### src/ddpm_pkg.sv
package ddpm_pkg;

  localparam int unsigned CmdW   = 8;
  localparam int unsigned MagW   = 7;
  localparam int unsigned SplitW = 7;
  localparam int unsigned TrimW  = 5;
  localparam int unsigned CfgIdxW = 2;
  localparam int unsigned CfgDataW = 7;
  localparam int unsigned ProdW  = 14;

  localparam logic signed [CmdW-1:0] CmdMax = 8'sd100;
  localparam logic signed [CmdW-1:0] CmdMin = -8'sd100;
  localparam logic [MagW-1:0]        FullScale = 7'd100;
  localparam logic [MagW-1:0]        TickLast = 7'd100;

  // floor(p/100) = (p*5243) >> 19, exact for p <= 10000
  localparam logic [12:0]    Recip100 = 13'd5243;
  localparam int unsigned    RecipShift = 19;

  localparam logic [SplitW-1:0] SplitReset = 7'd25;
  localparam logic [TrimW-1:0]  TrimLowReset = 5'd18;
  localparam logic [TrimW-1:0]  TrimHighReset = 5'd19;

  typedef enum logic [CfgIdxW-1:0] {
    REG_TRIM_SPLIT = 2'd0,
    REG_TRIM_LOW   = 2'd1,
    REG_TRIM_HIGH  = 2'd2,
    REG_UNUSED     = 2'd3
  } cfg_reg_t;

  typedef enum logic [2:0] {
    MODE_IDLE     = 3'd0,
    MODE_LEFT     = 3'd1,
    MODE_RIGHT    = 3'd2,
    MODE_STRAIGHT = 3'd3,
    MODE_BACKWARD = 3'd4
  } mode_t;

  typedef struct packed {
    logic rdir;
    logic rpwm;
    logic ldir;
    logic lpwm;
  } pins_t;

  // mixer result toward the top level
  typedef struct packed {
    logic signed [CmdW-1:0] x;
    logic signed [CmdW-1:0] y;
    logic [MagW-1:0]        ay;
    logic [MagW-1:0]        left_duty;
    logic [MagW-1:0]        right_duty;
  } mix_t;

endpackage

### src/ddpm_mix.sv
module ddpm_mix (
  input  logic signed [7:0] x_raw,
  input  logic signed [7:0] y_raw,
  output ddpm_pkg::mix_t    mix
);
  import ddpm_pkg::*;

  logic signed [CmdW-1:0] x_c;
  logic signed [CmdW-1:0] y_c;
  logic [CmdW-1:0]        x_neg;
  logic [CmdW-1:0]        y_neg;
  logic [MagW-1:0]        ax;
  logic [MagW-1:0]        ay;
  logic [ProdW-1:0]       prod;
  logic [ProdW+12:0]      scaled;
  logic [MagW-1:0]        inner;

  always_comb begin
    if (x_raw > CmdMax)      x_c = CmdMax;
    else if (x_raw < CmdMin) x_c = CmdMin;
    else                     x_c = x_raw;
    if (y_raw > CmdMax)      y_c = CmdMax;
    else if (y_raw < CmdMin) y_c = CmdMin;
    else                     y_c = y_raw;
  end

  assign x_neg = -x_c;
  assign y_neg = -y_c;
  assign ax = x_c[CmdW-1] ? x_neg[MagW-1:0] : x_c[MagW-1:0];
  assign ay = y_c[CmdW-1] ? y_neg[MagW-1:0] : y_c[MagW-1:0];

  // inner wheel: (100-|x|)*|y|/100, truncated
  assign prod   = ProdW'(FullScale - ax) * ProdW'(ay);
  assign scaled = (ProdW+13)'(prod) * (ProdW+13)'(Recip100);
  assign inner  = scaled[RecipShift +: MagW];

  always_comb begin
    mix.x  = x_c;
    mix.y  = y_c;
    mix.ay = ay;
    if (!x_c[CmdW-1]) begin
      mix.left_duty  = ay;
      mix.right_duty = inner;
    end else begin
      mix.left_duty  = inner;
      mix.right_duty = ay;
    end
  end

endmodule

### src/differential_drive_pwm_mixer_top.sv
// Each accepted item's result is registered and shows on the out_ ports in the next cycle.
// Throughput: one item per cycle; the only stall comes from out_stall on a
//   result that is still waiting, set by the single result register.
// Reset (rst_n low, synchronous): pins low, mode idle, duties, trim, counter
//   and last command zero; trim_split 25, trim_low 18, trim_high 19.
module differential_drive_pwm_mixer_top (
  input  logic                         clk,
  input  logic                         rst_n,
  // item channel
  input  logic                         in_valid,
  output logic                         in_stall,
  input  logic                         in_req_type,
  input  logic signed [7:0]            in_x_cmd,
  input  logic signed [7:0]            in_y_cmd,
  // result channel
  output logic                         out_valid,
  input  logic                         out_stall,
  output logic                         out_left_pwm_pin,
  output logic                         out_left_dir_pin,
  output logic                         out_right_pwm_pin,
  output logic                         out_right_dir_pin,
  output logic [2:0]                   out_move_mode,
  // register writes
  input  logic                         cfg_valid,
  output logic                         cfg_ready,
  input  logic [ddpm_pkg::CfgIdxW-1:0] cfg_index,
  input  logic [ddpm_pkg::CfgDataW-1:0] cfg_data
);
  import ddpm_pkg::*;

  // config registers
  logic [SplitW-1:0] trim_split_r;
  logic [TrimW-1:0]  trim_low_r;
  logic [TrimW-1:0]  trim_high_r;

  // block state; pins and mode double as the result payload, since they
  // only move when an item is accepted and so hold while out is stalled
  logic [MagW-1:0]        tick_count_r, tick_count_nxt;
  logic [MagW-1:0]        left_duty_r, left_duty_nxt;
  logic [MagW-1:0]        right_duty_r, right_duty_nxt;
  logic [TrimW-1:0]       right_trim_r, right_trim_nxt;
  logic                   speed_neg_r, speed_neg_nxt;
  logic signed [CmdW-1:0] last_x_r, last_x_nxt;
  logic signed [CmdW-1:0] last_y_r, last_y_nxt;
  mode_t                  mode_r, mode_nxt;
  pins_t                  pins_r, pins_nxt;
  logic                   out_valid_r, out_valid_nxt;

  logic      in_accept;
  mix_t      mix;
  logic [MagW-1:0] tick_cur;
  logic      left_off;
  logic      right_off;
  logic [11:0] tick_x20;
  logic [11:0] right_lim;

  assign cfg_ready = 1'b1;
  assign in_stall  = out_valid_r && out_stall;
  assign in_accept = in_valid && !in_stall;

  always_ff @(posedge clk) begin
    if (!rst_n) begin
      trim_split_r <= SplitReset;
      trim_low_r   <= TrimLowReset;
      trim_high_r  <= TrimHighReset;
    end else if (cfg_valid && cfg_ready) begin
      unique case (cfg_reg_t'(cfg_index))
        REG_TRIM_SPLIT: trim_split_r <= cfg_data[SplitW-1:0];
        REG_TRIM_LOW:   trim_low_r   <= cfg_data[TrimW-1:0];
        REG_TRIM_HIGH:  trim_high_r  <= cfg_data[TrimW-1:0];
        REG_UNUSED:     ;
      endcase
    end
  end

  ddpm_mix u_mix (
    .x_raw (in_x_cmd),
    .y_raw (in_y_cmd),
    .mix   (mix)
  );

  // tick path: counter wraps past 100 before the compare
  assign tick_cur  = (tick_count_r > TickLast) ? '0 : tick_count_r;
  assign left_off  = tick_cur > left_duty_r;
  assign tick_x20  = {1'b0, tick_cur, 4'b0} + {3'b0, tick_cur, 2'b0};
  assign right_lim = 12'(right_duty_r) * 12'(right_trim_r);
  assign right_off = tick_x20 > right_lim;

  always_comb begin
    tick_count_nxt = tick_count_r;
    left_duty_nxt  = left_duty_r;
    right_duty_nxt = right_duty_r;
    right_trim_nxt = right_trim_r;
    speed_neg_nxt  = speed_neg_r;
    last_x_nxt     = last_x_r;
    last_y_nxt     = last_y_r;
    mode_nxt       = mode_r;
    pins_nxt       = pins_r;
    out_valid_nxt  = out_valid_r && out_stall;

    if (in_accept) begin
      out_valid_nxt = 1'b1;
      if (in_req_type) begin
        // inverted polarity while backing up
        pins_nxt.lpwm  = left_off ^ ~speed_neg_r;
        pins_nxt.rpwm  = right_off ^ ~speed_neg_r;
        tick_count_nxt = tick_cur + 7'd1;
      end else begin
        // pins and mode move only on a changed command
        if (mix.x != last_x_r || mix.y != last_y_r) begin
          priority if (mix.x == 0 && mix.y == 0) begin
            mode_nxt = MODE_IDLE;
            pins_nxt = '0;
          end else if (mix.x != 0) begin
            mode_nxt = mix.x[CmdW-1] ? MODE_LEFT : MODE_RIGHT;
            if (mix.y > 0) begin
              pins_nxt.ldir = 1'b0;
              pins_nxt.rdir = 1'b0;
            end else begin
              // turning with zero or negative speed: take the reverse branch
              pins_nxt = '{rdir: 1'b1, rpwm: 1'b0, ldir: 1'b1, lpwm: 1'b0};
            end
          end else if (mix.y > 0) begin
            mode_nxt      = MODE_STRAIGHT;
            pins_nxt.ldir = 1'b0;
            pins_nxt.rdir = 1'b0;
          end else begin
            mode_nxt      = MODE_BACKWARD;
            pins_nxt.ldir = 1'b1;
            pins_nxt.rdir = 1'b1;
          end
        end
        speed_neg_nxt  = mix.y[CmdW-1];
        left_duty_nxt  = mix.left_duty;
        right_duty_nxt = mix.right_duty;
        right_trim_nxt = (mix.ay <= trim_split_r) ? trim_low_r : trim_high_r;
        last_x_nxt     = mix.x;
        last_y_nxt     = mix.y;
      end
    end
  end

  always_ff @(posedge clk) begin
    if (!rst_n) begin
      tick_count_r <= '0;
      left_duty_r  <= '0;
      right_duty_r <= '0;
      right_trim_r <= '0;
      speed_neg_r  <= 1'b0;
      last_x_r     <= '0;
      last_y_r     <= '0;
      mode_r       <= MODE_IDLE;
      pins_r       <= '0;
      out_valid_r  <= 1'b0;
    end else begin
      tick_count_r <= tick_count_nxt;
      left_duty_r  <= left_duty_nxt;
      right_duty_r <= right_duty_nxt;
      right_trim_r <= right_trim_nxt;
      speed_neg_r  <= speed_neg_nxt;
      last_x_r     <= last_x_nxt;
      last_y_r     <= last_y_nxt;
      mode_r       <= mode_nxt;
      pins_r       <= pins_nxt;
      out_valid_r  <= out_valid_nxt;
    end
  end

  assign out_valid         = out_valid_r;
  assign out_left_pwm_pin  = pins_r.lpwm;
  assign out_left_dir_pin  = pins_r.ldir;
  assign out_right_pwm_pin = pins_r.rpwm;
  assign out_right_dir_pin = pins_r.rdir;
  assign out_move_mode     = mode_r;

  // counter never exceeds one past the top of the sweep
  a_tick_range: assert property (@(posedge clk) disable iff (!rst_n)
    tick_count_r <= TickLast + 7'd1)
    else $error("tick counter out of range");

  // every accepted item leaves a result behind
  a_result: assert property (@(posedge clk) disable iff (!rst_n)
    in_accept |=> out_valid_r)
    else $error("accepted item produced no result");

  // straight drive keeps both wheels forward
  a_straight_dirs: assert property (@(posedge clk) disable iff (!rst_n)
    mode_r == MODE_STRAIGHT |-> !pins_r.ldir && !pins_r.rdir)
    else $error("straight mode with a reverse direction pin");

  // backward drive keeps both wheels reversed
  a_back_dirs: assert property (@(posedge clk) disable iff (!rst_n)
    mode_r == MODE_BACKWARD |-> pins_r.ldir && pins_r.rdir)
    else $error("backward mode with a forward direction pin");

endmodule
### config.mk
export PLATFORM = sky130hd
export DESIGN_NAME = differential_drive_pwm_mixer_top
export DESIGN_NICKNAME = d
export VERILOG_FILES = /design/src/ddpm_pkg.sv /design/src/ddpm_mix.sv /design/src/differential_drive_pwm_mixer_top.sv
export SDC_FILE = /design/constraint.sdc
export NUM_CORES = 1
export LEC_CHECK = 0
export BUFFER_PORTS_ARGS = -buffer_cell sky130_fd_sc_hd__buf_2
export CAP_MARGIN = 10
export CORE_MARGIN = 5
export CORE_UTILIZATION = 45
export DETAILED_ROUTE_END_ITERATION = 7
export SKIP_CTS_REPAIR_TIMING = 1
export SLEW_MARGIN = 20
export SYNTH_ARGS = -nofsm -noshare
export SYNTH_HDL_FRONTEND = slang
export SYNTH_HIERARCHICAL = 1
export SYNTH_SLANG_ARGS = --single-unit
### constraint.sdc
create_clock -name clk -period 17.1 [get_ports clk]
set_clock_uncertainty 0.1 [all_clocks]
set_input_delay 1.71 -clock clk [delete_from_list [all_inputs] [get_ports clk]]
set_output_delay 1.71 -clock clk [all_outputs]
set_load 0.05 [all_outputs]
# Word-level counts from Yosys, hierarchy flattened
# Index checks and enable logic that the tools add are counted.
# totals
ff_bits	68
mem_count	0
output_inout_bits	10
in_bits	31
romBits	0
latch_bits	0
ram_bits	0
# op_classes
eq_ne	5
bitwise_logic	4
reduce_logical	18
multipliers	3
n_shift	0
addsub	5
div	0
n_lt_le_gt_ge	9
muxes	21
# op_table
cell	count
$logic_not A32 Y1	2
$mux W8	4
$reduce_bool A32 Y1	1
$mul A14 B13 Y26 const B	1
$mux W7	3
$gt A8 B8 Y1 const B	2
$lt A8 B8 Y1 const B	2
$ne A8 B8 Y1	2
$mul A14 B7 Y14	1
$mux W14	1
$neg A7 Y7	2
$add A11 B9 Y12	1
$gt A12 B12 Y1	1
$mul A7 B5 Y12	1
$mux W3	4
$reduce_and A2 Y1	5
$gt A8 B1 Y1 const B	1
$sub A7 B7 Y8 const A	1
$add A7 B1 Y7 const B	1
$gt A7 B7 Y1	1
$gt A7 B7 Y1 const B	1
$le A7 B7 Y1	1
$mux W1	6
$mux W5	1
other kinds (15)	19

# Depth between registers and ports, before layout
# logic_depth
ltp_word	9
ltp_mapped	52
ltp_nobuf	50

# By module
# Netlist, hierarchy kept.
# by_module_without_submodules
module	seq_area_each_um2	n_inst	area_each_um2	cells_each
ddpm_mix	0.0	1	6264.8	761
differential_drive_pwm_mixer_top	1321.3	1	4684.5	562

# Least setup slack after synthesis
# No wires, ideal clock.
# synth_timing
kind	input to register
from	input port in_x_cmd[4]
to	register left_duty_r[6]
path_slack_ns	4.572
arrival_ns	12.306
path_stages	50
setup_time_ns	0.122
cell_sequence	buf_2 > a311o_1 > nand2_1 > ha_1 > clkbuf_1 > nor2_1 > nand2_1 > ha_1 > nor2_1 > xnor2_1 > nor2_1 > o22ai_1 > nor2_1 > nor2_1 > xor2_1 > nand2_1 > or2_2 > fa_1 > [14 not listed] > ha_1 > fa_1 > inv_1 > fa_1 > fa_1 > inv_1 > ha_1 > a21oi_1 > o21ai_0 > o21bai_1 > a21oi_1 > a31o_2 > nor2_1 > a211oi_1 > xor2_1 > a21oi_1 > nand2_1 > a21boi_0
# synth_lines
element	line_no	source
from (decl)	differential_drive_pwm_mixer_top.sv:13	input logic signed [7:0] in_x_cmd,
to (signal assigned)	differential_drive_pwm_mixer_top.sv:157	left_duty_r <= left_duty_nxt;
to (decl)	differential_drive_pwm_mixer_top.sv:39	logic [MagW-1:0] left_duty_r, left_duty_nxt;

==> summary.md <==
| Metric | Value |
|---|---|
| Outcome | `finished, final reports clean` |
| Sum Neg Setup Slack | `0 ns` |
| 1st-iter DRT viols | `490` |
| Final Wtd Congestion | `0.8694` |
| Worst reg2reg path depth | `19` |
| Critical path class | `in2reg` |
| NumNets Final | `1,670` |
| First-pass GRT wire length | `40,890 um` |
| Remaining DRCs | `0` |
| Final Hold Violating Endpoints | `0` |
| Register Area | `0.001321 mm^2` |
| Pre-antenna DRT Iters | `5` |
| Fin crit share | `76.42%` |
| Clock transition at path regs | `0.05 ns` |
| Std cell rows | `57` |
| Worst R2R End | `out_right_pwm_pin$_SDFFE_PN0P_` |
| Clock tree root driver cell | `clkbuf_16` |
| Crit. Startpoint | `in_x_cmd[3]` |
| Setup violators final | `0` |
| Htree depth | `3` |
| Seq/Total Area, Yosys | `12.07%` |
| Syn Area/Cell | `8.276 um^2` |
| CTS Sinks | `66` |
| Cell depth of the worst setup path | `48` |
| Syn-to-layout area delta | `7.531%` |
| Diodes inserted | `0` |
| HPWL after detailed placement | `20,330 um` |
| Top-count cell post-synth | `inv_1` |
| Worst skew pair latency | `0.33 ns` |
| Worst-path fanout max | `16` |
| Number of max-cap violations | `0` |
| Worst Tran Pin Value | `0.7887 ns` |
| Num CTS Buffers | `9` |
| Synth async-reset ratio | `0%` |
| Synth Net Count | `1,648` |
| Via count | `8,422` |
| Slew Viols, Final | `0` |
| Unrepaired setup endpoints after global routing | `no` |
| Port Buf Inserts | `39` |
| Core Box Area | `0.02411 mm^2` |
| Die height | `166.0 um` |
| EDFF count, synth | `0` |
| Share of cells above drive strength 1 | `6.375%` |
| Leading area contributor after synthesis | `fa_1` |
| Synth Register Bits | `66` |
| Initial antenna violation count | `0` |
| Synth top cells by count | `inv_1 (269), ha_1 (177), nand2_1 (139)` |
| Final min period | `13.07 ns` |
| Top_reg_cell synth | `dfxtp_1` |
| Vias in the first global route | `8,282` |
| Largest net degree at the start of global routing | `68` |
| Slowest-stage cell, CP | `fa_1` |
| Clock tree from TritonCTS | `yes` |
| Wire per inst | `14.43 um` |
| Slew Limit Headroom | `47.04%` |
| Reg2Reg Setup Slack | `11.59 ns` |
| Syn Inst Count | `1,323` |
| Avg Vias per Cell | `5.034` |
| Reg2reg start | `right_duty_r[1]$_SDFFE_PN0P_` |
| Crit path capture | `left_duty_r[6]$_SDFFE_PN0P_` |
| Initial Utilization | `45.42%` |
| Post-Syn Area | `0.01095 mm^2` |
| Post-synth cell types | `71` |
| Max incr delay on CP | `0.56 ns` |
| HP Class | `reg2reg` |
| F_max | `0.07653 GHz` |
| Clock buffer depth | `2` |
| CP bufs+invs | `9` |
| Crit path required time | `17.21 ns` |
| CP Capture Type | `flop` |
| CP top delay family | `adder cells` |
| CP Launch Type | `primary input` |
| Die area | `0.02755 mm^2` |
| Total GRT Usage | `17.70%` |
| DRT Wirelength | `24,140 um` |
| Crit path DAT | `13.18 ns` |
| Die X-Extent | `166.0 um` |
| YS warnings | `6` |
| GRT overflow | `0` |
| Layout fillers | `2,423` |
| Area occupied by multi-input gates | `0.008473 mm^2` |
| ANT nets after route | `0` |
| Post-Layout Cell Count | `1,673` |
| Synth top area share | `21.39%` |
| Dpl cells | `1,658` |
| Top post-synthesis cells by area | `fa_1 (21%), ha_1 (20%), dfxtp_1 (12%), inv_1 (9.2%), nand2_1 (4.8%)` |
| Number of top-level pins | `41` |
## through the flow
step / hold WS [ns] / instance area [um^2] / utilization, % / worst slack [ns]
finish: 0.3644 / 11770 / 48.84 / 4.033
global route: 0.3919 / 11770 / 48.84 / 3.176
CTS: 0.3675 / 11770 / 48.83 / 3.989
detailed placement: 0.3543 / 11430 / 47.42 / 3.671
global placement: 0.3519 / 11430 / 47.42 / 3.966
floorplan: 0.3435 / 10950 / - / 4.572
## flip-flops by register name, summed over array words and instances (netlist names)
register	count
right_duty_r	7
out_move_mode	3
out_valid	1
tick_count_r	7
trim_low_r	5
out_right_pwm_pin	1
out_right_dir_pin	1
last_y_r	7
left_duty_r	7
out_left_pwm_pin	1
trim_high_r	5
speed_neg_r	1
trim_split_r	7
right_trim_r	5
last_x_r	8
## worst reg2reg max path, cell delays in order, from the launching register on
cell and delay, ns:
dfxtp_1 0.49, and2_1 0.21, fa_1 0.42, fa_1 0.54, inv_1 0.06, fa_1 0.53, inv_1 0.04, ha_1 0.33
o21a_1 0.20, a2111oi_0 0.59, o31ai_1 0.16, a21oi_1 0.19, xor2_1 0.11, ha_1 0.30, nand4_1 0.13, or3_1 0.38
o21ai_0 0.08, o31ai_1 0.11, xor2_1 0.15, a32o_1 0.27
## worst min-delay path by stage
stage                                         from                              to  slack (ns)  cells past startpoint
floorplan              left_duty_r[1]$_SDFFE_PN0P_     left_duty_r[1]$_SDFFE_PN0P_        0.34                      2
global placement    out_right_pwm_pin$_SDFFE_PN0P_  out_right_pwm_pin$_SDFFE_PN0P_        0.35                      1
detailed placement   out_left_pwm_pin$_SDFFE_PN0P_   out_left_pwm_pin$_SDFFE_PN0P_        0.35                      1
CTS                  out_left_pwm_pin$_SDFFE_PN0P_   out_left_pwm_pin$_SDFFE_PN0P_        0.37                      1
global route           left_duty_r[5]$_SDFFE_PN0P_     left_duty_r[5]$_SDFFE_PN0P_        0.39                      2
finish                 left_duty_r[5]$_SDFFE_PN0P_     left_duty_r[5]$_SDFFE_PN0P_        0.36                      2
## cell type report
cell class	count	share of cell area, %
multi-input cells	956	71.97
clock buffers	9	1.913
inverters	270	8.608
flip-flops and latches	66	11.22
clock inverters	6	0.9777
repair buffers	42	1.870
well taps	324	3.443
## logic make-up (layout without fill, tap and decap cells)
| family | Yosys count | after routing | share of synthesized area [%] |
|---|---|---|---|
| AOI/OAI and AO/OA | 194 | 194 | 11.61 |
| xor gates and xnor gates | 72 | 72 | 5.965 |
| adders and majority gates | 294 | 294 | 41.62 |
| buffers and inverters | 301 | 327 | 10.57 |
| DFF | 66 | 66 | 12.07 |
| muxes | 18 | 18 | 1.646 |
| other | 1 | 1 | 0.03425 |
| and+or+nand+nor | 377 | 377 | 16.49 |
## routing by layer
| layer | wire length (um) | vias up | track usage (%) |
|---|---|---|---|
| met2 | 11380 | 120 | 29.81 |
| met5 | 0 | - | 0 |
| li1 | - | 4274 | - |
| met3 | 669 | 14 | 1.595 |
| met4 | 183 | 0 | 2.654 |
| met1 | 11900 | 4014 | 25.43 |
## cells in the final DEF, fill, tap and decap left out, drive strengths merged, types with 16 or more instances in the layout
cell type,synthesis,final
buf,5,42
nor2b,30,30
inv,270,271
nand2,139,139
fa,117,117
nor2,92,92
o21ai,43,43
xor2,25,25
xnor2,47,47
a21boi,37,37
and2,29,29
ha,177,177
nand3,16,16
dfxtp,66,66
a21oi,54,54
mux2i,18,18
Power is not shown: default switching activity piles up to over one toggle a cycle in this logic, so the estimate is an artifact.
